### src/rtl/int_stack_report_parser_assert.svh
// Assertion macros shared by the telemetry stack parser modules.
`ifndef INT_STACK_REPORT_PARSER_ASSERT_SVH
`define INT_STACK_REPORT_PARSER_ASSERT_SVH

// Checks that an implication holds at every clock edge outside reset.
`define ISRP_ASSERT_IMP(lbl, clk, rstn, ante, cons, msg) \
    lbl: assert property (@(posedge clk) disable iff (!rstn) (ante) |-> (cons)) \
        else $error(msg);

// Checks that the consequent holds in the next cycle after the antecedent, outside reset.
`define ISRP_ASSERT_NEXT(lbl, clk, rstn, ante, cons, msg) \
    lbl: assert property (@(posedge clk) disable iff (!rstn) (ante) |=> (cons)) \
        else $error(msg);

`endif

### src/rtl/isrp_pkg.sv
// Package with the shared types, constants and the hop field table.
package isrp_pkg;

    localparam int MaxHeaderBytesDefault = 256;
    localparam int NumFields = 10;
    localparam int QueueDepth = 4;

    typedef enum logic [1:0] {
        PH_LEN   = 2'd0,
        PH_HDR   = 2'd1,
        PH_DIV   = 2'd2,
        PH_STACK = 2'd3
    } phase_t;

    typedef enum logic [3:0] {
        KIND_FLOW_ID   = 4'd0,
        KIND_DEST_AS   = 4'd1,
        KIND_NODE_ID   = 4'd2,
        KIND_INGRESS   = 4'd6,
        KIND_EGRESS    = 4'd7,
        KIND_STATUS    = 4'd12
    } kind_t;

    typedef enum logic [2:0] {
        ST_OK        = 3'd0,
        ST_SHORT     = 3'd1,
        ST_HEADER    = 3'd2,
        ST_NOT_MULT  = 3'd3,
        ST_TRUNCATED = 3'd4
    } status_t;

    // One result transaction as it travels through the queue.
    typedef struct packed {
        logic [3:0]  kind;
        logic [7:0]  hop_index;
        logic [63:0] value;
        logic [2:0]  status;
        logic        last_result;
        logic        scale;
    } result_t;

    function automatic logic [3:0] field_bytes(input logic [3:0] sel);
        logic [3:0] n;
        case (sel)
            4'd4, 4'd5, 4'd6, 4'd9: n = 4'd8;
            default:                n = 4'd4;
        endcase
        return n;
    endfunction

endpackage

### src/rtl/isrp_front.sv
// Front end: takes payload bytes, parses the header and stack, and queues results.
module isrp_front
    import isrp_pkg::*;
#(
    parameter int MAX_HEADER_BYTES = MaxHeaderBytesDefault
) (
    input  logic        aclk,
    input  logic        aresetn,
    input  logic        s_valid,
    output logic        s_ready,
    input  logic [7:0]  s_data_byte,
    input  logic        s_last_byte,
    output logic        q_push,
    output result_t     q_item0,
    output result_t     q_item1,
    output logic [1:0]  q_count,
    input  logic [$clog2(QueueDepth+1)-1:0] q_free
);

    phase_t      phase_reg, phase_next;
    logic [15:0] pos_reg, pos_next;
    logic [8:0]  hlen_reg, hlen_next;
    logic [15:0] imask_reg, imask_next;
    logic [15:0] smask_reg, smask_next;
    logic [7:0]  stack_reg, stack_next;
    logic [4:0]  hop_reg, hop_next;
    logic [7:0]  hops_left_reg, hops_left_next;
    logic [3:0]  sel_reg, sel_next;
    logic [63:0] shift_reg, shift_next;
    logic [63:0] fa_reg, fa_next;
    logic [2:0]  err_reg, err_next;
    logic [3:0]  cnt_reg, cnt_next;
    logic [7:0]  hopn_reg, hopn_next;
    logic        done_reg, done_next;
    // Pending status transaction and divider state.
    logic        stat_pend_reg, stat_pend_next;
    logic [7:0]  rem_reg, rem_next;
    logic [7:0]  quo_reg, quo_next;
    logic [3:0]  dstep_reg, dstep_next;
    logic        pend_last_reg, pend_last_next;

    logic        accept;
    logic [15:0] o;
    logic [8:0]  o9;
    logic [8:0]  rem_sh;
    logic [4:0]  nxt_idx;
    logic [4:0]  first_idx;

    function automatic logic fon(input logic [15:0] im, input logic [15:0] sm,
                                 input logic [3:0] i);
        logic r;
        if (i < 4'd9) r = im[4'd15 - i];
        else r = sm[0];
        return r;
    endfunction

    function automatic logic [4:0] find_from(input logic [15:0] im,
            input logic [15:0] sm, input logic [4:0] from);
        logic [4:0] r;
        r = 5'(NumFields);
        for (int i = NumFields - 1; i >= 0; i--) begin
            if (5'(i) >= from && fon(im, sm, 4'(i))) r = 5'(i);
        end
        return r;
    endfunction

    assign first_idx = find_from(imask_reg, smask_reg, 5'd0);
    assign nxt_idx   = find_from(imask_reg, smask_reg, 5'(sel_reg) + 5'd1);

    // A byte is taken only when no division or status is pending and room exists.
    assign s_ready = (phase_reg != PH_DIV) && !stat_pend_reg && (q_free >= 2);
    assign accept  = s_valid && s_ready;
    assign o  = pos_reg - 16'd8;
    assign o9 = o[8:0];
    assign rem_sh = {rem_reg, stack_reg[3'd7 - dstep_reg[2:0]]};

    always_comb begin
        phase_next = phase_reg; pos_next = pos_reg; hlen_next = hlen_reg;
        imask_next = imask_reg; smask_next = smask_reg; stack_next = stack_reg;
        hop_next = hop_reg; hops_left_next = hops_left_reg; sel_next = sel_reg;
        shift_next = shift_reg; fa_next = fa_reg; err_next = err_reg;
        cnt_next = cnt_reg; hopn_next = hopn_reg; done_next = done_reg;
        stat_pend_next = stat_pend_reg; rem_next = rem_reg; quo_next = quo_reg;
        dstep_next = dstep_reg; pend_last_next = pend_last_reg;
        q_push = 1'b0; q_count = 2'd0; q_item0 = '0; q_item1 = '0;

        if (phase_reg == PH_DIV) begin
            // Restoring division of the stack size by the hop size, one bit a cycle.
            if (dstep_reg == 4'd8) begin
                if (rem_reg != 8'd0) begin
                    err_next = ST_NOT_MULT; done_next = 1'b1;
                end else if (quo_reg == 8'd0 || first_idx >= 5'(NumFields)) begin
                    done_next = 1'b1;
                end else begin
                    hops_left_next = quo_reg; sel_next = first_idx[3:0];
                    shift_next = '0; cnt_next = '0; hopn_next = '0;
                    phase_next = PH_STACK;
                end
                if (done_next) phase_next = PH_STACK;
                if (pend_last_reg) stat_pend_next = 1'b1;
            end else begin
                if (rem_sh >= {4'd0, hop_reg}) begin
                    rem_next = 8'(rem_sh - {4'd0, hop_reg});
                    quo_next = {quo_reg[6:0], 1'b1};
                end else begin
                    rem_next = rem_sh[7:0];
                    quo_next = {quo_reg[6:0], 1'b0};
                end
                dstep_next = dstep_reg + 4'd1;
            end
        end else if (stat_pend_reg) begin
            q_push = 1'b1; q_count = 2'd1;
            q_item0.kind = KIND_STATUS; q_item0.last_result = 1'b1;
            q_item0.status = (phase_reg == PH_STACK && !done_reg) ? ST_TRUNCATED : err_reg;
            stat_pend_next = 1'b0;
            phase_next = PH_LEN; pos_next = '0; hlen_next = '0; imask_next = '0;
            smask_next = '0; stack_next = '0; hop_next = '0; hops_left_next = '0;
            sel_next = '0; shift_next = '0; fa_next = '0; err_next = '0;
            cnt_next = '0; hopn_next = '0; done_next = 1'b0; pend_last_next = 1'b0;
        end else if (accept) begin
            if (pos_reg != 16'hFFFF) pos_next = pos_reg + 16'd1;
            if (done_reg) begin
                // Bytes after the stack or an error are ignored.
            end else if (phase_reg == PH_LEN) begin
                shift_next = {shift_reg[55:0], s_data_byte};
                if (pos_reg == 16'd7) begin
                    shift_next = '0;
                    if ({shift_reg[55:0], s_data_byte} < 64'd20 ||
                        {shift_reg[55:0], s_data_byte} > 64'(MAX_HEADER_BYTES)) begin
                        err_next = ST_HEADER; done_next = 1'b1;
                    end else begin
                        hlen_next = {shift_reg[0], s_data_byte};
                        fa_next = '0; phase_next = PH_HDR;
                    end
                end
            end else if (phase_reg == PH_HDR) begin
                if (o <= 16'd3 || (o >= 16'd12 && o <= 16'd19))
                    fa_next = {fa_reg[55:0], s_data_byte};
                if (o == 16'd3) begin
                    q_item0.kind = KIND_FLOW_ID;
                    q_item0.value = {44'd0, fa_reg[11:0], s_data_byte};
                    q_count = 2'd1; fa_next = '0;
                end
                if (o == 16'd19) begin
                    q_item0.kind = KIND_DEST_AS;
                    q_item0.value = {fa_reg[55:0], s_data_byte};
                    q_count = 2'd1;
                end
                if (o9 == hlen_reg - 9'd15) stack_next = s_data_byte;
                if (o9 == hlen_reg - 9'd10) hop_next = s_data_byte[4:0];
                if (o9 == hlen_reg - 9'd8) imask_next[15:8] = s_data_byte;
                if (o9 == hlen_reg - 9'd7) imask_next[7:0] = s_data_byte;
                if (o9 == hlen_reg - 9'd4) smask_next[15:8] = s_data_byte;
                if (o9 == hlen_reg - 9'd3) smask_next[7:0] = s_data_byte;
                if (o9 == hlen_reg - 9'd1) begin
                    if (stack_next < 8'd3) begin
                        err_next = ST_HEADER; done_next = 1'b1;
                    end else if (hop_next == 5'd0) begin
                        err_next = ST_NOT_MULT; done_next = 1'b1;
                    end else begin
                        stack_next = stack_next - 8'd3;
                        rem_next = '0; quo_next = '0; dstep_next = '0;
                        phase_next = PH_DIV;
                    end
                end
            end else begin
                shift_next = {shift_reg[55:0], s_data_byte};
                cnt_next = cnt_reg + 4'd1;
                if (cnt_next >= field_bytes(sel_reg)) begin
                    q_item0.kind = 4'(sel_reg) + 4'd2;
                    q_item0.hop_index = hopn_reg;
                    q_item0.value = {shift_reg[55:0], s_data_byte};
                    q_item0.scale = (sel_reg == 4'd4 || sel_reg == 4'd5);
                    q_count = 2'd1;
                    shift_next = '0; cnt_next = '0;
                    if (nxt_idx >= 5'(NumFields)) begin
                        hops_left_next = hops_left_reg - 8'd1;
                        hopn_next = hopn_reg + 8'd1;
                        if (hops_left_reg == 8'd1) done_next = 1'b1;
                        else sel_next = first_idx[3:0];
                    end else begin
                        sel_next = nxt_idx[3:0];
                    end
                end
            end
            if (s_last_byte) begin
                if (phase_next == PH_DIV) begin
                    pend_last_next = 1'b1;
                end else begin
                    q_item1.kind = KIND_STATUS; q_item1.last_result = 1'b1;
                    if (done_next) q_item1.status = err_next;
                    else if (phase_next == PH_LEN) q_item1.status = ST_SHORT;
                    else if (phase_next == PH_HDR) q_item1.status = ST_HEADER;
                    else q_item1.status = ST_TRUNCATED;
                    if (q_count == 2'd0) begin
                        q_item0 = q_item1; q_count = 2'd1;
                    end else begin
                        q_count = 2'd2;
                    end
                    phase_next = PH_LEN; pos_next = '0; hlen_next = '0;
                    imask_next = '0; smask_next = '0; stack_next = '0; hop_next = '0;
                    hops_left_next = '0; sel_next = '0; shift_next = '0; fa_next = '0;
                    err_next = '0; cnt_next = '0; hopn_next = '0; done_next = 1'b0;
                end
            end
            q_push = (q_count != 2'd0);
        end
    end

    always_ff @(posedge aclk) begin
        if (!aresetn) begin
            phase_reg <= PH_LEN; pos_reg <= '0; hlen_reg <= '0; imask_reg <= '0;
            smask_reg <= '0; stack_reg <= '0; hop_reg <= '0; hops_left_reg <= '0;
            sel_reg <= '0; shift_reg <= '0; fa_reg <= '0; err_reg <= '0;
            cnt_reg <= '0; hopn_reg <= '0; done_reg <= 1'b0; stat_pend_reg <= 1'b0;
            rem_reg <= '0; quo_reg <= '0; dstep_reg <= '0; pend_last_reg <= 1'b0;
        end else begin
            phase_reg <= phase_next; pos_reg <= pos_next; hlen_reg <= hlen_next;
            imask_reg <= imask_next; smask_reg <= smask_next; stack_reg <= stack_next;
            hop_reg <= hop_next; hops_left_reg <= hops_left_next; sel_reg <= sel_next;
            shift_reg <= shift_next; fa_reg <= fa_next; err_reg <= err_next;
            cnt_reg <= cnt_next; hopn_reg <= hopn_next; done_reg <= done_next;
            stat_pend_reg <= stat_pend_next; rem_reg <= rem_next; quo_reg <= quo_next;
            dstep_reg <= dstep_next; pend_last_reg <= pend_last_next;
        end
    end

    `include "int_stack_report_parser_assert.svh"
    `ISRP_ASSERT_IMP(a_no_take_in_div, aclk, aresetn, phase_reg == PH_DIV, !accept, "byte taken during division")
    `ISRP_ASSERT_IMP(a_push_room, aclk, aresetn, q_push, q_free >= 2'(q_count), "queue overflow")
    `ISRP_ASSERT_NEXT(a_div_len, aclk, aresetn, phase_reg == PH_DIV && dstep_reg == 4'd8, phase_reg == PH_STACK, "division did not end")

endmodule

### src/rtl/isrp_back.sv
// Back end: result queue, timestamp scaling and the output register.
module isrp_back
    import isrp_pkg::*;
(
    input  logic        aclk,
    input  logic        aresetn,
    input  logic        q_push,
    input  result_t     q_item0,
    input  result_t     q_item1,
    input  logic [1:0]  q_count,
    output logic [$clog2(QueueDepth+1)-1:0] q_free,
    output logic        m_valid,
    input  logic        m_ready,
    output logic [3:0]  m_kind,
    output logic [7:0]  m_hop_index,
    output logic [63:0] m_value,
    output logic [2:0]  m_status,
    output logic        m_last_result
);

    localparam int AW = $clog2(QueueDepth);
    localparam int CW = $clog2(QueueDepth + 1);

    result_t         mem_reg [QueueDepth];
    logic [AW-1:0]   wr_reg, rd_reg;
    logic [CW-1:0]   cnt_reg, cnt_next;
    result_t         out_reg;
    result_t         head;
    logic            out_valid_reg;
    logic            pop;
    logic [63:0]     scaled;

    // Times 1000 as shifts and adds: 1024 - 16 - 8.
    assign scaled = (mem_reg[rd_reg].value << 10) - (mem_reg[rd_reg].value << 4)
                  - (mem_reg[rd_reg].value << 3);
    assign pop = (cnt_reg != '0) && (!out_valid_reg || m_ready);
    assign q_free = CW'(QueueDepth) - cnt_reg;

    always_comb begin
        head = mem_reg[rd_reg];
        if (head.scale) head.value = scaled;
    end

    always_comb begin
        cnt_next = cnt_reg;
        if (q_push) cnt_next = cnt_next + CW'(q_count);
        if (pop) cnt_next = cnt_next - CW'(1);
    end

    always_ff @(posedge aclk) begin
        if (q_push) begin
            mem_reg[wr_reg] <= q_item0;
            if (q_count == 2'd2) mem_reg[AW'(wr_reg + AW'(1))] <= q_item1;
        end
        if (pop) out_reg <= head;
    end

    always_ff @(posedge aclk) begin
        if (!aresetn) begin
            wr_reg <= '0; rd_reg <= '0; cnt_reg <= '0; out_valid_reg <= 1'b0;
        end else begin
            if (q_push) wr_reg <= wr_reg + AW'(q_count);
            if (pop) rd_reg <= rd_reg + AW'(1);
            cnt_reg <= cnt_next;
            if (pop) out_valid_reg <= 1'b1;
            else if (m_ready) out_valid_reg <= 1'b0;
        end
    end

    assign m_valid       = out_valid_reg;
    assign m_kind        = out_reg.kind;
    assign m_hop_index   = out_reg.hop_index;
    assign m_value       = out_reg.value;
    assign m_status      = out_reg.status;
    assign m_last_result = out_reg.last_result;

    `include "int_stack_report_parser_assert.svh"
    `ISRP_ASSERT_IMP(a_cnt_bound, aclk, aresetn, 1'b1, cnt_reg <= CW'(QueueDepth), "queue count too high")
    `ISRP_ASSERT_NEXT(a_out_hold, aclk, aresetn, m_valid && !m_ready, m_valid && $stable(m_value), "output changed while stalled")
    `ISRP_ASSERT_IMP(a_pop_nonempty, aclk, aresetn, pop, cnt_reg != '0, "pop from empty queue")

endmodule

### src/rtl/int_stack_report_parser.sv
// Top level of the telemetry stack report parser.
// Takes a packet payload one byte per transaction and reports the flow id, the
// destination AS, every selected hop field and a closing status transaction.
// A byte is normally taken every cycle. After the last header byte the block
// stops taking bytes while a bit-serial divider splits the stack into hops, and
// when the payload ends on that last header byte it also holds bytes off while
// it emits the deferred status transaction. A four-entry result queue and an
// output register let the byte side run while results wait; bytes are held
// off whenever fewer than two queue entries are free.
module int_stack_report_parser
    import isrp_pkg::*;
#(
    parameter int MAX_HEADER_BYTES = MaxHeaderBytesDefault
) (
    input  logic        aclk,
    input  logic        aresetn,
    input  logic        s_valid,
    output logic        s_ready,
    input  logic [7:0]  s_data_byte,
    input  logic        s_last_byte,
    output logic        m_valid,
    input  logic        m_ready,
    output logic [3:0]  m_kind,
    output logic [7:0]  m_hop_index,
    output logic [63:0] m_value,
    output logic [2:0]  m_status,
    output logic        m_last_result
);

    logic       q_push;
    result_t    q_item0, q_item1;
    logic [1:0] q_count;
    logic [$clog2(QueueDepth+1)-1:0] q_free;

    isrp_front #(.MAX_HEADER_BYTES(MAX_HEADER_BYTES)) u_front (
        .aclk, .aresetn, .s_valid, .s_ready, .s_data_byte, .s_last_byte,
        .q_push, .q_item0, .q_item1, .q_count, .q_free
    );

    isrp_back u_back (
        .aclk, .aresetn, .q_push, .q_item0, .q_item1, .q_count, .q_free,
        .m_valid, .m_ready, .m_kind, .m_hop_index, .m_value, .m_status,
        .m_last_result
    );

endmodule

### config.mk
export PLATFORM = sky130hd
export DESIGN_NAME = int_stack_report_parser
export DESIGN_NICKNAME = d
export VERILOG_FILES = /design/src/rtl/isrp_pkg.sv /design/src/rtl/isrp_front.sv /design/src/rtl/isrp_back.sv /design/src/rtl/int_stack_report_parser.sv
export VERILOG_INCLUDE_DIRS = /design/src /design/src/rtl
export SDC_FILE = /design/constraint.sdc
export NUM_CORES = 2
export LEC_CHECK = 0
export BUFFER_PORTS_ARGS = -buffer_cell sky130_fd_sc_hd__buf_2
export CORE_MARGIN = 1.5
export CORE_UTILIZATION = 53
export DETAILED_ROUTE_END_ITERATION = 10
export PLACE_DENSITY = 0.7
export RECOVER_POWER = 50
export SYNTH_ARGS = -nofsm -noshare
export SYNTH_HDL_FRONTEND = slang
export SYNTH_SLANG_ARGS = --single-unit
### constraint.sdc
create_clock -name aclk -period 10.2 [get_ports aclk]
set_clock_uncertainty 0.1 [all_clocks]
set_input_delay 0 -clock aclk [delete_from_list [all_inputs] [get_ports aclk]]
set_output_delay 0 -clock aclk [all_outputs]
set_load 0.05 [all_outputs]
==> summary.md <==
| Metric | Value |
|---|---|
| Mean Syn Cell Area | 9.134 sq um |
| M3 GR Usage | 3.575% |
| Crit path DAT | 8.09 ns |
| Crit. End Element | flip-flop |
| Initial antenna violation count | 0 |
| Maxcap violations | 7 |
| Clock-pin slew of the registers on the worst-case setup and hold paths | 0.06 ns |
| Overflow after GRT | 0 |
| Worst-skew pair later-pin latency | 0.62 ns |
| Nets | ~3,800 |
| Placed inst area | 33,990 sq um |
| GRT Util Overall | 28.18% |
| Fmax | 0.1261 GHz |
| Hold Fails Final Rpt | 0 |
| Share of post-route cells with drive strength above 1 | 8.113% |
| Seq/Total Area, Yosys | 40.82% |
| Crit-path slowest cell | nand3_4 |
| Largest net degree at the start of global routing | 98 |
| Setup TNS | 0 ns |
| Starting density of the core | 53.78% |
| Cells after DPL | 4,326 |
| Wire per inst | 20.60 microns |
| Max stage delay on crit path | 1.00 ns |
| Total wire length | 91.90 mm |
| Die Wd | 253.5 microns |
| Area Overhead vs Synth | 8.806% |
| Num CTS Buffers | around 70 |
| Global-route wire length before repair | 144.1 mm |
| CP most frequent cell | ha_1 |
| Worst vdd ir | 0.0001510 V |
| Gpl congestion | 0.9302 |
| Status | finished with violations |
| Cell chosen for the clock root | clkbuf_16 |
| Hold_buf cts | 12 |
| Synth unique cells | a little under 90 |
| Met1 Use GR | about two fifths |
| Mapped cell area | around 33,000 sq um |
| Tcrit/Tclk final | 77.75% |
| Final setup fails | 0 |
| Htree depth | 3 |
| Post-synth EDFFs | 104 |
| DRC | 0 |
| Cell breakdown of the critical path | inv_1 > ha_1 > xnor2_1 > nor3_1 > o2bb2ai_1 > nand4_1 > nor2_1 > mux2_1 > ha_1 > a21oi_1 > nor2_1 > a22oi_1 > ha_1 > nand3_1 > nor3_1 > nand3_4 > nand2_1 |
| Post-CTS sizing | 0 |
| Sink Count | 626 |
| Register Area | between 10,000 and 15,000 sq um |
| Via density | approximately 6.3 |
| Synthesized flop and latch total | 626 |
| Slew Viols, Final | 294 |
| Slew headroom | -117.7% |
| PortBufs | 94 |
| # diodes | 0 |
| Syn Inst Count | 3,640 |
| DRT Pass-1 Iters | 8 |
| Tmin final | 7.931 ns |
| Startpoint types | flip-flop |
| Number of DRC markers in iteration 0 | ~2,800 |
| Most common flop cell mapped by yosys | dfxtp_1 |
| Num rows | 91 |
| Die H | 253.5 microns |
| Die area | 64,250 sq um |
| Core area | 61,830 sq um |
| Worst Path Required | 10.36 ns |
| CTS tree | built |
| I/O Pins | 95 |
| Finished Layout Cells | 4,461 |
| Max Root-Sink Buffers | 3 |
| Leak pwr | 13.19 nW |
| Max reg flops | between 300 and 400 |
| Top delay family on crit path | simple AND/OR/NAND/NOR gates |
| RSZ-0062 raised after global routing | no |
| Final HPWL DP | 62.52 mm |
| Setup Buffers After CTS | 0 |
| Crit-path max FO | 76 |
| Syn Nets | 3,821 |
| Hold Path Class | input port to flip-flop |
| Met2 GRT Util | about 45% |
| Pwr Density | roughly 240 nW/um^2 |
| Design area | about 36,000 sq um |
| Critical path type | flip-flop to flip-flop |
| Fill count | around 5,400 |
| Layer with the highest usage | met2 |
| Via count | 27,911 |
| Total Power | 8.616 mW |
| Number of global-route vias before repair | approximately 26,000 |
| Routed Antenna Nets | 0 |
| Failing checks | capacitance limit, slew limit |
| Crit path buffers/inverters | 1 |
| Ys Warns | 0 |
| Worst-Margin Slew | 3.265 ns |
| Area of the multi-input gates | 18,130 sq um |
| Post-synth ARST share | 0% |
-- cells in the mapped netlist (7+ instances only) --
master     instances  share of area (%)
a31oi_1           28               0.53
buf_2             26               0.39
o21ai_0          459                6.9
buf_4              9               0.20
nand2_1          273                3.1
nand2b_1          20               0.38
a21oi_1          158                2.4
inv_1            127                1.4
dfxtp_1          522                 31
nor2_1           203                2.3
or4_1             11               0.25
a221oi_1          10               0.26
o21bai_1          17               0.38
or3_1              8               0.15
a21o_1            55                1.2
and3_1            27               0.51
edfxtp_1         104                9.4
o2bb2ai_1         16               0.42
nor2b_1           10               0.19
buf_1             43               0.49
a22o_1            55                1.4
xor2_1            53                1.4
a22oi_1          122                2.8
o21a_1            13               0.29
fa_1              55                3.3
clkbuf_1         196                2.2
and2_1            23               0.43
mux4_2            81                5.5
a31o_2             8               0.21
mux2i_1           20               0.60
nor3b_1            7               0.16
o31ai_1           15               0.34
o32ai_1            9               0.24
o22ai_1           17               0.32
mux2_2            22               0.75
ha_1             113                4.3
o211ai_1          18               0.41
xnor2_1           68                1.8
a211oi_1          17               0.38
nor3_1            50               0.75
nand3_1          372                5.6
a311oi_1           9               0.24
nor4_1            39               0.73
nand4_1           28               0.53
-- final timing paths --
path | startpoint | to | slack (ns) | cells after the start
setup / recovery | u_front.pos_reg[3] | u_back.mem_reg[0][4] | 2.27 | 17
hold / removal | s_valid | u_front.pos_reg[8] | 0.16 | 7
setup reg to reg | u_front.pos_reg[3] | u_back.mem_reg[0][4] | 2.27 | 17
hold reg to reg | u_back.mem_reg[1][6] | u_back.mem_reg[1][6] | 0.36 | 2
-- cell usage in the layout (no fill, tap or decap), types with 68 or more instances in the layout --
| cell type | count |
|---|---|
| inv_1 | 126 |
| o21ai_0 | 457 |
| xnor2_1 | 68 |
| edfxtp_1 | 104 |
| nand2_1 | 267 |
| nand3_1 | 370 |
| a21oi_1 | 159 |
| nor2_1 | 203 |
| dfxtp_1 | 521 |
| clkbuf_16 | 69 |
| ha_1 | 113 |
| mux4_2 | 81 |
| clkbuf_1 | 102 |
| a22oi_1 | 122 |
-- power by group --
part	internal (mW)	switching (mW)	total (mW)
clock network	1.45	1.03	2.48
logic	0.885	2.26	3.15
registers	2.83	0.163	2.99
-- cell families after synthesis --
family	synth area share, %
xor+xnor	3.375
mux	6.834
flops	40.82
simple gates	15.78
compound gates	20.79
buf+inv	4.828
fa+ha+maj	7.564
-- per-layer routing --
layer,share of wire (%),vias to the layer above
met5,0,-
met1,45,13494
met3,6.6,160
met4,2.5,0
li1,-,13258
met2,46,999
-- per-stage QoR --
step | utilization [%] | hold slack [ns] | setup WS, ns
final | 58.51 | 0.1631 | 2.269
after global routing | 58.51 | 0.1967 | 1.645
after CTS | 58.81 | 0.1561 | 2.420
after detailed placement | 54.98 | 0.3334 | 2.451
after global placement | 54.98 | 0.3245 | 2.866
after floorplan | - | 0.09808 | 4.235
-- tightest hold or removal path: stages --
cell	delay (ns)
buf_2	0.12
nor3b_1	0.15
nand2_1	0.06
buf_4	0.26
nor3_1	0.09
nor2_1	0.08
a311oi_1	0.05
-- final cells by class --
class | instances | area share [%]
multi-input combinational | 2610 | 50.11
sequential | 626 | 37.53
clock buffer | 96 | 5.388
tap | 837 | 2.895
timing repair buffer | 138 | 1.944
inverter | 127 | 1.321
clock inverter | 27 | 0.8128
(Power assumes the default switching activity.)
